<file path="config.mk">
export PLATFORM = sky130hd
export DESIGN_NAME = spal_ctrl
export DESIGN_NICKNAME = d
export VERILOG_FILES = /design/src/rtl/spal_pkg.sv /design/src/rtl/spal_ctrl.sv
export SDC_FILE = /design/constraint.sdc
export NUM_CORES = 1
export LEC_CHECK = 0
export BUFFER_PORTS_ARGS = -buffer_cell sky130_fd_sc_hd__buf_2
export CAP_MARGIN = 30
export CORE_ASPECT_RATIO = 1.25
export CORE_MARGIN = 1.5
export CORE_UTILIZATION = 25
export CTS_BUF_LIST = sky130_fd_sc_hd__clkbuf_16
export DETAILED_ROUTE_END_ITERATION = 7
export PLACE_DENSITY = 0.52
export SYNTH_ARGS = -nofsm -noshare
export SYNTH_HDL_FRONTEND = slang
export SYNTH_SLANG_ARGS = --single-unit
</file>
<file path="constraint.sdc">
create_clock -name clk -period 2.45 [get_ports clk]
set_input_delay 0.3675 -clock clk [delete_from_list [all_inputs] [get_ports clk]]
set_output_delay 0.3675 -clock clk [all_outputs]
set_load 0.01 [all_outputs]
</file>
<file path="src/rtl/spal_pkg.sv">
// ---------------------------------------------------------------------------
// spal_pkg
// Shared constants and controller/datapath handshake types for the
// sweep-and-prune active list.
// ---------------------------------------------------------------------------
package spal_pkg;

  localparam int OBJ_W = 6;            // object index width
  localparam int CNT_W = 6;            // active_count field width
  localparam int OBJ_RANGE = 2 ** OBJ_W;

  localparam logic [1:0] OP_START = 2'd0;
  localparam logic [1:0] OP_END   = 2'd1;
  localparam logic [1:0] OP_CLEAR = 2'd2;

  // controller -> datapath
  typedef struct packed {
    logic load_item;    // capture input word, clear index and overflow
    logic clear_all;    // empty the list and the seen-pair store
    logic list_rd;      // read active list at index (or index + 1)
    logic rd_next;      // select index + 1 as read address
    logic pair_latch;   // take list entry, issue seen-row read
    logic pair_commit;  // set pair bit, emit pair if new
    logic idx_inc;
    logic append;       // append object or flag overflow
    logic shift_wr;     // write list data back one slot lower
    logic size_dec;
    logic emit_sum;
  } cmd_t;

  // datapath -> controller
  typedef struct packed {
    logic is_start;
    logic is_end;
    logic is_clear;
    logic more;         // index < size
    logic next_more;    // index + 1 < size
    logic match;        // list data equals object
    logic pair_new;     // pair not yet seen
    logic out_free;     // output register can take a word
  } status_t;

endpackage

</file>
<file path="src/rtl/spal_ctrl.sv">
// ---------------------------------------------------------------------------
// spal_ctrl
// Sequencer: walks the active list for start and end words, orders the
// pair and summary words onto the output register.
// ---------------------------------------------------------------------------
module spal_ctrl (
  input  logic              clk,
  input  logic              rst_n,
  input  logic              in_valid,
  output logic              in_ready,
  input  spal_pkg::status_t sts,
  output spal_pkg::cmd_t    cmd
);

  typedef enum logic [8:0] {
    ST_IDLE   = 9'b000000001,
    ST_DISP   = 9'b000000010,
    ST_P_ROW  = 9'b000000100,
    ST_P_CHK  = 9'b000001000,
    ST_APPEND = 9'b000010000,
    ST_E_CMP  = 9'b000100000,
    ST_E_SHW  = 9'b001000000,
    ST_E_SHR  = 9'b010000000,
    ST_SUM    = 9'b100000000
  } state_t;

  state_t state_r;
  state_t state_nxt;

  assign in_ready = (state_r == ST_IDLE);

  always_comb begin
    state_nxt = state_r;
    cmd       = '0;
    case (state_r)
      ST_IDLE: begin
        if (in_valid) begin
          cmd.load_item = 1'b1;
          state_nxt     = ST_DISP;
        end
      end
      ST_DISP: begin
        if (sts.is_clear) begin
          cmd.clear_all = 1'b1;
          state_nxt     = ST_SUM;
        end else if (sts.is_start) begin
          if (sts.more) begin
            cmd.list_rd = 1'b1;
            state_nxt   = ST_P_ROW;
          end else begin
            state_nxt = ST_APPEND;
          end
        end else if (sts.is_end && sts.more) begin
          cmd.list_rd = 1'b1;
          state_nxt   = ST_E_CMP;
        end else begin
          state_nxt = ST_SUM;
        end
      end
      ST_P_ROW: begin
        cmd.pair_latch = 1'b1;
        state_nxt      = ST_P_CHK;
      end
      ST_P_CHK: begin
        // hold while a new pair cannot be placed in the output register
        if (!sts.pair_new || sts.out_free) begin
          cmd.pair_commit = 1'b1;
          cmd.idx_inc     = 1'b1;
          if (sts.next_more) begin
            cmd.list_rd = 1'b1;
            cmd.rd_next = 1'b1;
            state_nxt   = ST_P_ROW;
          end else begin
            state_nxt = ST_APPEND;
          end
        end
      end
      ST_APPEND: begin
        cmd.append = 1'b1;
        state_nxt  = ST_SUM;
      end
      ST_E_CMP: begin
        if (sts.match) begin
          if (sts.next_more) begin
            cmd.list_rd = 1'b1;
            cmd.rd_next = 1'b1;
            state_nxt   = ST_E_SHW;
          end else begin
            cmd.size_dec = 1'b1;
            state_nxt    = ST_SUM;
          end
        end else begin
          cmd.idx_inc = 1'b1;
          if (sts.next_more) begin
            cmd.list_rd = 1'b1;
            cmd.rd_next = 1'b1;
            state_nxt   = ST_E_CMP;
          end else begin
            state_nxt = ST_SUM;
          end
        end
      end
      ST_E_SHW: begin
        cmd.shift_wr = 1'b1;
        cmd.idx_inc  = 1'b1;
        state_nxt    = ST_E_SHR;
      end
      ST_E_SHR: begin
        if (sts.next_more) begin
          cmd.list_rd = 1'b1;
          cmd.rd_next = 1'b1;
          state_nxt   = ST_E_SHW;
        end else begin
          cmd.size_dec = 1'b1;
          state_nxt    = ST_SUM;
        end
      end
      ST_SUM: begin
        if (sts.out_free) begin
          cmd.emit_sum = 1'b1;
          state_nxt    = ST_IDLE;
        end
      end
      default: begin
        state_nxt = ST_IDLE;
      end
    endcase
  end

  always_ff @(posedge clk) begin
    if (!rst_n) begin
      state_r <= ST_IDLE;
    end else begin
      state_r <= state_nxt;
    end
  end

endmodule
</file>
==> results of run 1 <==
-- power breakdown --
part           internal, W  total [W]  switching [W]
registers         0.000157   0.000179      0.0000217
clock network     0.000213   0.000284      0.0000704
logic            0.0000537   0.000131      0.0000770
-- cell families after synthesis --
group                  synth area share
AO/OA/AOI/OAI                     0.213
AND/OR/NAND/NOR                   0.427
buffers and inverters            0.0708
XOR/XNOR                         0.0472
flip-flops                        0.243
-- worst paths after layout --
kind / startpoint / end / slack (ns) / cells past startpoint
setup / recovery: state_r[3]$_SDFFE_PN0P_ / cmd[8] / 0.18 / 5
hold / removal: rst_n / state_r[0]$_SDFFE_PN1P_ / 0.43 / 2
setup reg to reg: state_r[2]$_SDFFE_PN0P_ / state_r[1]$_SDFFE_PN0P_ / 0.70 / 4
hold reg to reg: state_r[3]$_SDFFE_PN0P_ / state_r[3]$_SDFFE_PN0P_ / 0.53 / 2
-- stage by stage --
step	setup WS (ns)	hold slack, ns	cells	cell area, µm²
after floorplan	0.318	0.459	100	742
after global placement	0.305	0.566	151	880
after detailed placement	0.288	0.574	151	880
after CTS	0.0334	0.409	155	958
after global routing	0.0582	0.439	155	966
final	0.180	0.426	155	966
-- cells in the mapped netlist --
| cell | instances | share of area |
|---|---|---|
| or4_1 | 1 | 0.010 |
| o41ai_2 | 1 | 0.022 |
| o2111a_1 | 1 | 0.015 |
| or2_2 | 2 | 0.017 |
| o21bai_1 | 1 | 0.010 |
| inv_1 | 6 | 0.030 |
| o22ai_1 | 1 | 0.0084 |
| nand2b_1 | 2 | 0.017 |
| buf_2 | 3 | 0.020 |
| nor4_1 | 6 | 0.051 |
| nor3_1 | 6 | 0.040 |
| nor3b_1 | 1 | 0.010 |
| nor4_4 | 1 | 0.029 |
| nand3_1 | 4 | 0.027 |
| nand2_1 | 6 | 0.030 |
| a21oi_1 | 4 | 0.027 |
| clkbuf_1 | 4 | 0.020 |
| xnor2_1 | 1 | 0.012 |
| or4_2 | 1 | 0.012 |
| and3b_1 | 1 | 0.012 |
| or3b_2 | 2 | 0.024 |
| or3_1 | 1 | 0.0084 |
| nor2b_1 | 1 | 0.0084 |
| a31oi_1 | 3 | 0.025 |
| or2b_1 | 1 | 0.010 |
| dfxtp_1 | 9 | 0.24 |
| xor2_1 | 3 | 0.035 |
| and2_1 | 2 | 0.017 |
| nand4_1 | 2 | 0.017 |
| nand3b_1 | 2 | 0.020 |
| a2111oi_4 | 1 | 0.037 |
| o2111ai_1 | 2 | 0.024 |
| o21a_1 | 1 | 0.010 |
| o21ai_0 | 5 | 0.034 |
| nand4b_1 | 1 | 0.012 |
| nor2_1 | 11 | 0.056 |
-- per-layer routing --
layer / vias up / GRT usage
li1: 408 / -
met1: 381 / 0.171
met2: 22 / 0.221
met3: 4 / 0.0421
met4: 0 / 0.0296
met5: - / 0
-- cell type report --
cell class / count / share of cell area
multi-input combinational: 78 / 0.534
sequential: 9 / 0.188
timing repair buffer: 24 / 0.130
clock buffer: 3 / 0.0777
tap: 34 / 0.0440
clock inverter: 1 / 0.00389
inverter: 6 / 0.0233
-- critical path, delay by kind of cell, from the launching register on --
kind,cells,cell delay (ns)
flip-flops,1,0.40
buffers and inverters,1,0.14
AO/OA/AOI/OAI,3,0.61
AND/OR/NAND/NOR,1,0.51
-- placed cells by master, fill, tap and decap left out, types with 2 or more instances in the layout --
| cell type | count |
|---|---|
| buf_2 | 22 |
| nand4_1 | 2 |
| o21ai_0 | 5 |
| xor2_1 | 3 |
| a21oi_1 | 4 |
| dfxtp_1 | 8 |
| buf_4 | 2 |
| or4_4 | 2 |
| o2111ai_1 | 2 |
| or2_2 | 2 |
| nand3b_1 | 2 |
| nand3_1 | 4 |
| a31oi_1 | 3 |
| clkbuf_16 | 3 |
| and2_1 | 2 |
| nor3_1 | 6 |
| inv_1 | 7 |
| or3b_2 | 2 |
| nor4_1 | 6 |
| nor2_1 | 11 |
| nand2b_1 | 2 |
| nand2_1 | 6 |
==> impl_metrics.tcl, run 1 <==
set metrics [dict create \
    fmax_ghz 0.441 \
    fp.dieH_um 63.9 \
    multi_input_area_um2 515 \
    ioPinCount 23 \
    cts_sinks 9 \
    ys_ff_latch 9 \
    outcome "completed" \
    slew_viol_final 0 \
    synth_fp_nets 111 \
    seqCellArea_um2 181 \
    routed_wl_mm 2.07 \
    critical_path.max_stage_delay_ns 0.51 \
    wl_per_cell_um 13.3 \
    seq_area_frac_synth 0.243 \
    relSlewSlack 0.523 \
    cts_hold_buf 0 \
    avgSynthCellArea_um2 7.42 \
    area_growth_pct 30.2 \
    worst_pin_slew_ns 0.709 \
    rows 21 \
    fin_util 0.350 \
    crit_path_start_kind "flop" \
    clockBufferDepth 2 \
    grt_pass1_wl_mm 3.37 \
    synth_warnings 0 \
    first_global_vias 739 \
    num-nets-final 133 \
    top_layer "met4" \
    setup_violations 0 \
    via_count 815 \
    clk_pin_slew_ns 0.04 \
    viasPerCell 5.26 \
    largest_register "state_r" \
    start_util 0.269 \
    arrival_ns 1.90 \
    wl_met3_um 94 \
    drive_gt1_frac 0.306 \
    grt_max_degree 11 \
    routed-wl-met2_mm 1.08 \
    cts_root_buf "clkbuf_16" \
    maxCapViolations 0 \
    core_area_um2 2760 \
    syn_area_um2 742 \
    ant_nets 0 \
    cts_tree "yes" \
    wl_met1_um 875 \
    antennaDiodeCount 0 \
    insertion_delay_ns 0.23 \
    dr.pass1.iters 4 \
    rsz0062_at_grt "false" \
    grt_overflow 0 \
    power_per_cell_area_nw_per_um2 614 \
    end_kind "output pin" \
    grt_antenna_before_repair 0 \
    first_iter_violations 8 \
    path_cells "or3b_2, a2111oi_4, o21a_1, o21bai_1, buf_2" \
    cts_resized 0 \
    synthCells 100 \
    layout_min_cycle_time_ns 2.27 \
    total_power_w 0.000593 \
    grt_use_total 0.135 \
    max-vdd-ir-drop_v 0.000469 \
    design.die.area_um2 3310 \
    place_congestion 0.784 \
    numCtsBuffers 3 \
    io_buffer_count 22 \
    fill_cells 318 \
    period_share 0.926 \
    route.detailed.drc 0 \
    largest_reg_flops 9 \
    cts_setup_buffers 0 \
    required_ns 2.08 \
    hold_viol_final 0 \
    skew_ns 0.000600 \
    tns_ns 0 \
    reg.largest.list "state_r: 9 flops" \
    slowest_stage "or3b_2" \
    synth.distinct_cells 36 \
    hold_path_class "in -> reg" \
    leakagePower_nw 0.430 \
    dp_hpwl_mm 1.58 \
    die_x_um 51.7 \
    htreeDepth 1 \
    path_class "reg -> out" \
    path_max_fanout 10 \
]
(Power assumes the default switching activity.)
==> inputs of run 2 (changes only) <==
--- a/config.mk
+++ b/config.mk
@@ -13,6 +13,7 @@
 export CTS_BUF_LIST = sky130_fd_sc_hd__clkbuf_16
 export DETAILED_ROUTE_END_ITERATION = 7
 export PLACE_DENSITY = 0.52
+export RECOVER_POWER = 50
 export SYNTH_ARGS = -nofsm -noshare
 export SYNTH_HDL_FRONTEND = slang
 export SYNTH_SLANG_ARGS = --single-unit
==> run 2 against run 1 <==
Net effect:
- via count unchanged
- critical path depth unchanged
- register-to-register slack about the same
- die area unchanged
- critical path type unchanged
- critical endpoint unchanged
- hold slack about the same
- flip-flop and latch count unchanged
- global-route usage unchanged
- first-iteration DRC count unchanged
- sequential share of layout area about the same
- fmax about the same
==> impl_metrics.tcl, run 2 (same netlist as run 1, synthesis figures left out) <==
set metrics [dict create \
    outcome "completed" \
    max-vdd-ir-drop_v 0.000469 \
    die_x_um 51.7 \
    cts_hold_buf 0 \
    design_area_um2 965 \
    switching_share 0.285 \
    ioPinCount 23 \
    area_growth_pct 30.0 \
    end_kind "output pin" \
    intPower_w 0.000424 \
    layout_commonest_cell "buf_2" \
    route.detailed.drc 0 \
    grt_overflow 0 \
    grt_antenna_before_repair 0 \
    combPwrFrac 0.220 \
    rsz0062_at_grt "false" \
    cts_sinks 9 \
    place_area_um2 880 \
    sequentialPowerShare 0.301 \
    place_congestion 0.784 \
    final_cell_mix "21 x buf_2, 11 x nor2_1, 8 x dfxtp_1, 7 x inv_1" \
    core_area_um2 2760 \
    first_global_vias 739 \
    arrival_ns 1.90 \
    power_per_cell_area_nw_per_um2 614 \
    clkPwrFrac 0.478 \
    io_buffer_count 22 \
    numCtsBuffers 3 \
    skew_ns 0.000600 \
    fmax_ghz 0.441 \
    path_class "reg -> out" \
    clk_pin_slew_ns 0.04 \
    antennaDiodeCount 0 \
    htreeDepth 1 \
    viasPerCell 5.26 \
    via_count 815 \
    dr.pass1.iters 4 \
    drive_gt1_frac 0.298 \
    fill_cells 316 \
    ant_nets 0 \
    worst_pin_slew_ns 0.709 \
    cts_root_buf "clkbuf_16" \
    hold_path_class "in -> reg" \
    tns_ns 0 \
    required_ns 2.08 \
    dp_hpwl_mm 1.58 \
    whs_ns 0.426 \
    cts_tree "yes" \
    routed_wl_mm 2.07 \
    largest_register "state_r" \
    reg.largest.list "state_r: 9 flops" \
    leakagePower_nw 0.426 \
    clockBufferDepth 2 \
    total_power_w 0.000593 \
    startpoint "state_r[3]$_SDFFE_PN0P_" \
    path_max_fanout 10 \
    num-nets-final 133 \
    first_iter_violations 8 \
    insertion_delay_ns 0.23 \
    grt_max_degree 11 \
    crit_path_start_kind "flop" \
    grt_pass1_wl_mm 3.37 \
    fp.dieH_um 63.9 \
    maxCapViolations 0 \
    slew_viol_final 0 \
    grt_use_total 0.135 \
    p_switching_w 0.000169 \
    rr_startpoint "state_r[2]$_SDFFE_PN0P_" \
    layout_min_cycle_time_ns 2.27 \
    wl_per_cell_um 13.3 \
    relSlewSlack 0.523 \
    setup_violations 0 \
    min_from "rst_n" \
    period_share 0.926 \
    rows 21 \
    largest_reg_flops 9 \
    start_util 0.269 \
    hold_viol_final 0 \
    design.die.area_um2 3310 \
]
## run 2: path summary, 6_finish.rpt
check | endpoint | slack (ns) | depth (start not counted)
worst min register to register | state_r[3]$_SDFFE_PN0P_ | 0.53 | 2
worst max register to register | state_r[1]$_SDFFE_PN0P_ | 0.70 | 4
worst min-delay path | state_r[0]$_SDFFE_PN1P_ | 0.43 | 2
worst max-delay path | cmd[8] | 0.18 | 5
## run 2: critical path, cell delays in order (launching register included)
cell	delay [ns]
dfxtp_2	0.40
or3b_2	0.51
a2111oi_4	0.31
o21a_1	0.20
o21bai_1	0.10
buf_2	0.14
## run 2: repair_timing
| action | 4_1_cts | 5_1_grt |
|---|---|---|
| setup endpoints to repair | 0 | 1 |
| endpoints found under the hold margin | 0 | 0 |
| buffers inserted | 0 | 0 |
| gates resized for setup | 0 | 3 |
## run 2: per-stage QoR
step | std cells | setup slack (ns) | utilization
2_1_floorplan | 100 | 0.318 | -
3_3_place_gp | 151 | 0.305 | 0.319
3_5_place_dp | 151 | 0.288 | 0.319
4_1_cts | 155 | 0.0334 | 0.347
5_1_grt | 155 | 0.0582 | 0.350
6_report | 155 | 0.180 | 0.350
## run 2: area by class of cell
cell class	instances	area (µm²)	share of cell area
multi-input combinational	78	515	0.534
tap	34	42.5	0.0441
clock inverter	1	3.75	0.00389
sequential	9	181	0.188
timing repair buffer	24	124	0.128
inverter	6	22.5	0.0233
clock buffer	3	75.1	0.0778
## run 2: metal layers
metal,part of all wire,vias to the layer above,global-route usage,wire length (µm)
met5,0,-,0,0
met1,0.42,381,0.171,873
met4,0.0097,0,0.0296,20
met3,0.045,4,0.0421,94
met2,0.52,22,0.221,1080
li1,-,408,-,-
## run 2: power groups by stage
stage          sequential (W)  clock (W)  combinational (W)
2_1_floorplan        0.000167          0          0.0000980
3_3_place_gp         0.000176          0           0.000125
3_5_place_dp         0.000177          0           0.000126
4_1_cts              0.000175   0.000287           0.000127
5_1_grt              0.000181   0.000297           0.000146
6_report             0.000179   0.000284           0.000131
==> inputs of run 3 (changes only) <==
==> constraint.sdc (replaced) <==
create_clock -name clk -period 2.4 [get_ports clk]
set_input_delay 0.36 -clock clk [delete_from_list [all_inputs] [get_ports clk]]
set_output_delay 0.36 -clock clk [all_outputs]
set_load 0.01 [all_outputs]
==> run 3 against run 2 <==
Net effect:
- register-to-register slack worse by 0.10 ns
- cell count up 0.65%
- sequential share of layout area down 0.073 points
- hold slack worse by 0.012 ns
- die area unchanged
- worst setup slack worse by 0.031 ns
- wire length down 3.3%
- critical path depth unchanged
- total power up 2.5%
- critical path type unchanged
==> impl_metrics.tcl, run 3 (same netlist as run 1, synthesis figures left out) <==
set metrics [dict create \
    hold_path_class "in -> reg" \
    required_ns 2.04 \
    io_buffer_count 22 \
    rr_endpoint "state_r[1]$_SDFFE_PN0P_" \
    layout_commonest_cell "buf_2" \
    end_kind "output pin" \
    clockBufferDepth 2 \
    route.detailed.drc 0 \
    largest_reg_flops 9 \
    start_util 0.269 \
    worstHoldPathCells 2 \
    arrival_ns 1.89 \
    rsz0062_at_grt "false" \
    grt_overflow 0 \
    grt_max_degree 11 \
    antennaDiodeCount 0 \
    area_growth_pct 30.5 \
    total_power_w 0.000608 \
    leakagePower_nw 0.427 \
    design.die.area_um2 3310 \
    reg.largest.list "state_r: 9 flops" \
    slew_viol_final 0 \
    largest_register "state_r" \
    clk_pin_slew_ns 0.04 \
    grt_use_total 0.136 \
    rr_startpoint "state_r[0]$_SDFFE_PN1P_" \
    outcome "completed" \
    fp.dieH_um 63.9 \
    fin_util 0.351 \
    numCtsBuffers 3 \
    first_global_vias 760 \
    cts_root_buf "clkbuf_16" \
    grt_pass1_wl_mm 3.42 \
    layout_min_cycle_time_ns 2.25 \
    viasPerCell 5.10 \
    worst_pin_slew_ns 0.644 \
    cts_tree "yes" \
    dp_hpwl_mm 1.64 \
    cts_setup_buffers 0 \
    min_from "rst_n" \
    fmax_ghz 0.444 \
    tns_ns 0 \
    dr.pass1.iters 4 \
    via_count 795 \
    final_cell_mix "21 x buf_2, 11 x nor2_1, 8 x dfxtp_1, 7 x inv_1" \
    cts_sinks 9 \
    relSlewSlack 0.567 \
    rows 21 \
    reg2reg_slack_ns 0.60 \
    ff2ff_path_depth 5 \
    period_share 0.938 \
    power_per_cell_area_nw_per_um2 628 \
    htreeDepth 1 \
    ioPinCount 23 \
    max-vdd-ir-drop_v 0.000530 \
    num-nets-final 134 \
    setup_violations 0 \
    maxCapViolations 0 \
    first_iter_violations 13 \
    core_area_um2 2760 \
    drive_gt1_frac 0.295 \
    routed_wl_mm 2.00 \
    ant_nets 0 \
    path_class "reg -> out" \
    insertion_delay_ns 0.23 \
    die_x_um 51.7 \
    skew_ns 0.00121 \
    wl_per_cell_um 12.8 \
    hold_viol_final 0 \
    grt_antenna_before_repair 0 \
    whs_endpoint "state_r[0]$_SDFFE_PN1P_" \
    whs_ns 0.414 \
    cts_hold_buf 0 \
    crit_path_start_kind "flop" \
    place_congestion 0.769 \
    path_max_fanout 8 \
]
## run 3: cell types whose count changed in the layout (fill, tap and decap cells not counted), sizes merged
cell    change
clkbuf      +1
## run 3: worst max-delay path by stage
stage                            startpoint      to  slack [ns]  cells past startpoint
floorplan           state_r[4]$_SDFFE_PN0P_  cmd[8]        0.28                      5
global placement    state_r[4]$_SDFFE_PN0P_  cmd[8]        0.27                      5
detailed placement  state_r[4]$_SDFFE_PN0P_  cmd[8]        0.24                      5
CTS                 state_r[4]$_SDFFE_PN0P_  cmd[8]        0.08                      5
global route        state_r[2]$_SDFFE_PN0P_  cmd[8]        0.02                      5
finish              state_r[2]$_SDFFE_PN0P_  cmd[8]        0.15                      5
## run 3: final cells by class
type	instances	area (µm²)
clock buffers	3	75.1
clock inverters	1	3.75
fillers	312	1790
inverters	6	22.5
multi-input cells	78	515
flip-flops and latches	9	181
well taps	34	42.5
repair buffers	25	128
## run 3: per-layer routing
metal | wire (µm) | vias up | global-route usage
met5 | 0 | - | 0
met3 | 86 | 2 | 0.0397
met1 | 884 | 364 | 0.171
met2 | 1010 | 20 | 0.223
met4 | 13 | 0 | 0.0362
li1 | - | 409 | -
## run 3: worst max-delay path, cell delays in order, from the launching register on
cell	delay (ns)
dfxtp_1	0.36
or3_1	0.55
nor4_4	0.34
nand2_1	0.12
o21bai_1	0.13
buf_2	0.14
## run 3: what timing repair did
action	CTS	global route
hold endpoints to repair	0	0
resized for setup	2	1
gates cloned	0	0
pin swaps	0	2
setup endpoints to repair	1	1
## run 3: stage by stage
stage	instance area [µm²]	setup WS [ns]	cells
floorplan	742	0.275	100
finish	968	0.149	156
global route	968	0.0186	156
CTS	972	0.0780	156
detailed placement	887	0.237	152
global placement	887	0.267	152
## run 3: report_power, final
group          switching [W]  total (W)  internal, W
registers          0.0000147   0.000175     0.000160
clock network      0.0000733   0.000291     0.000218
logic              0.0000853   0.000142    0.0000565
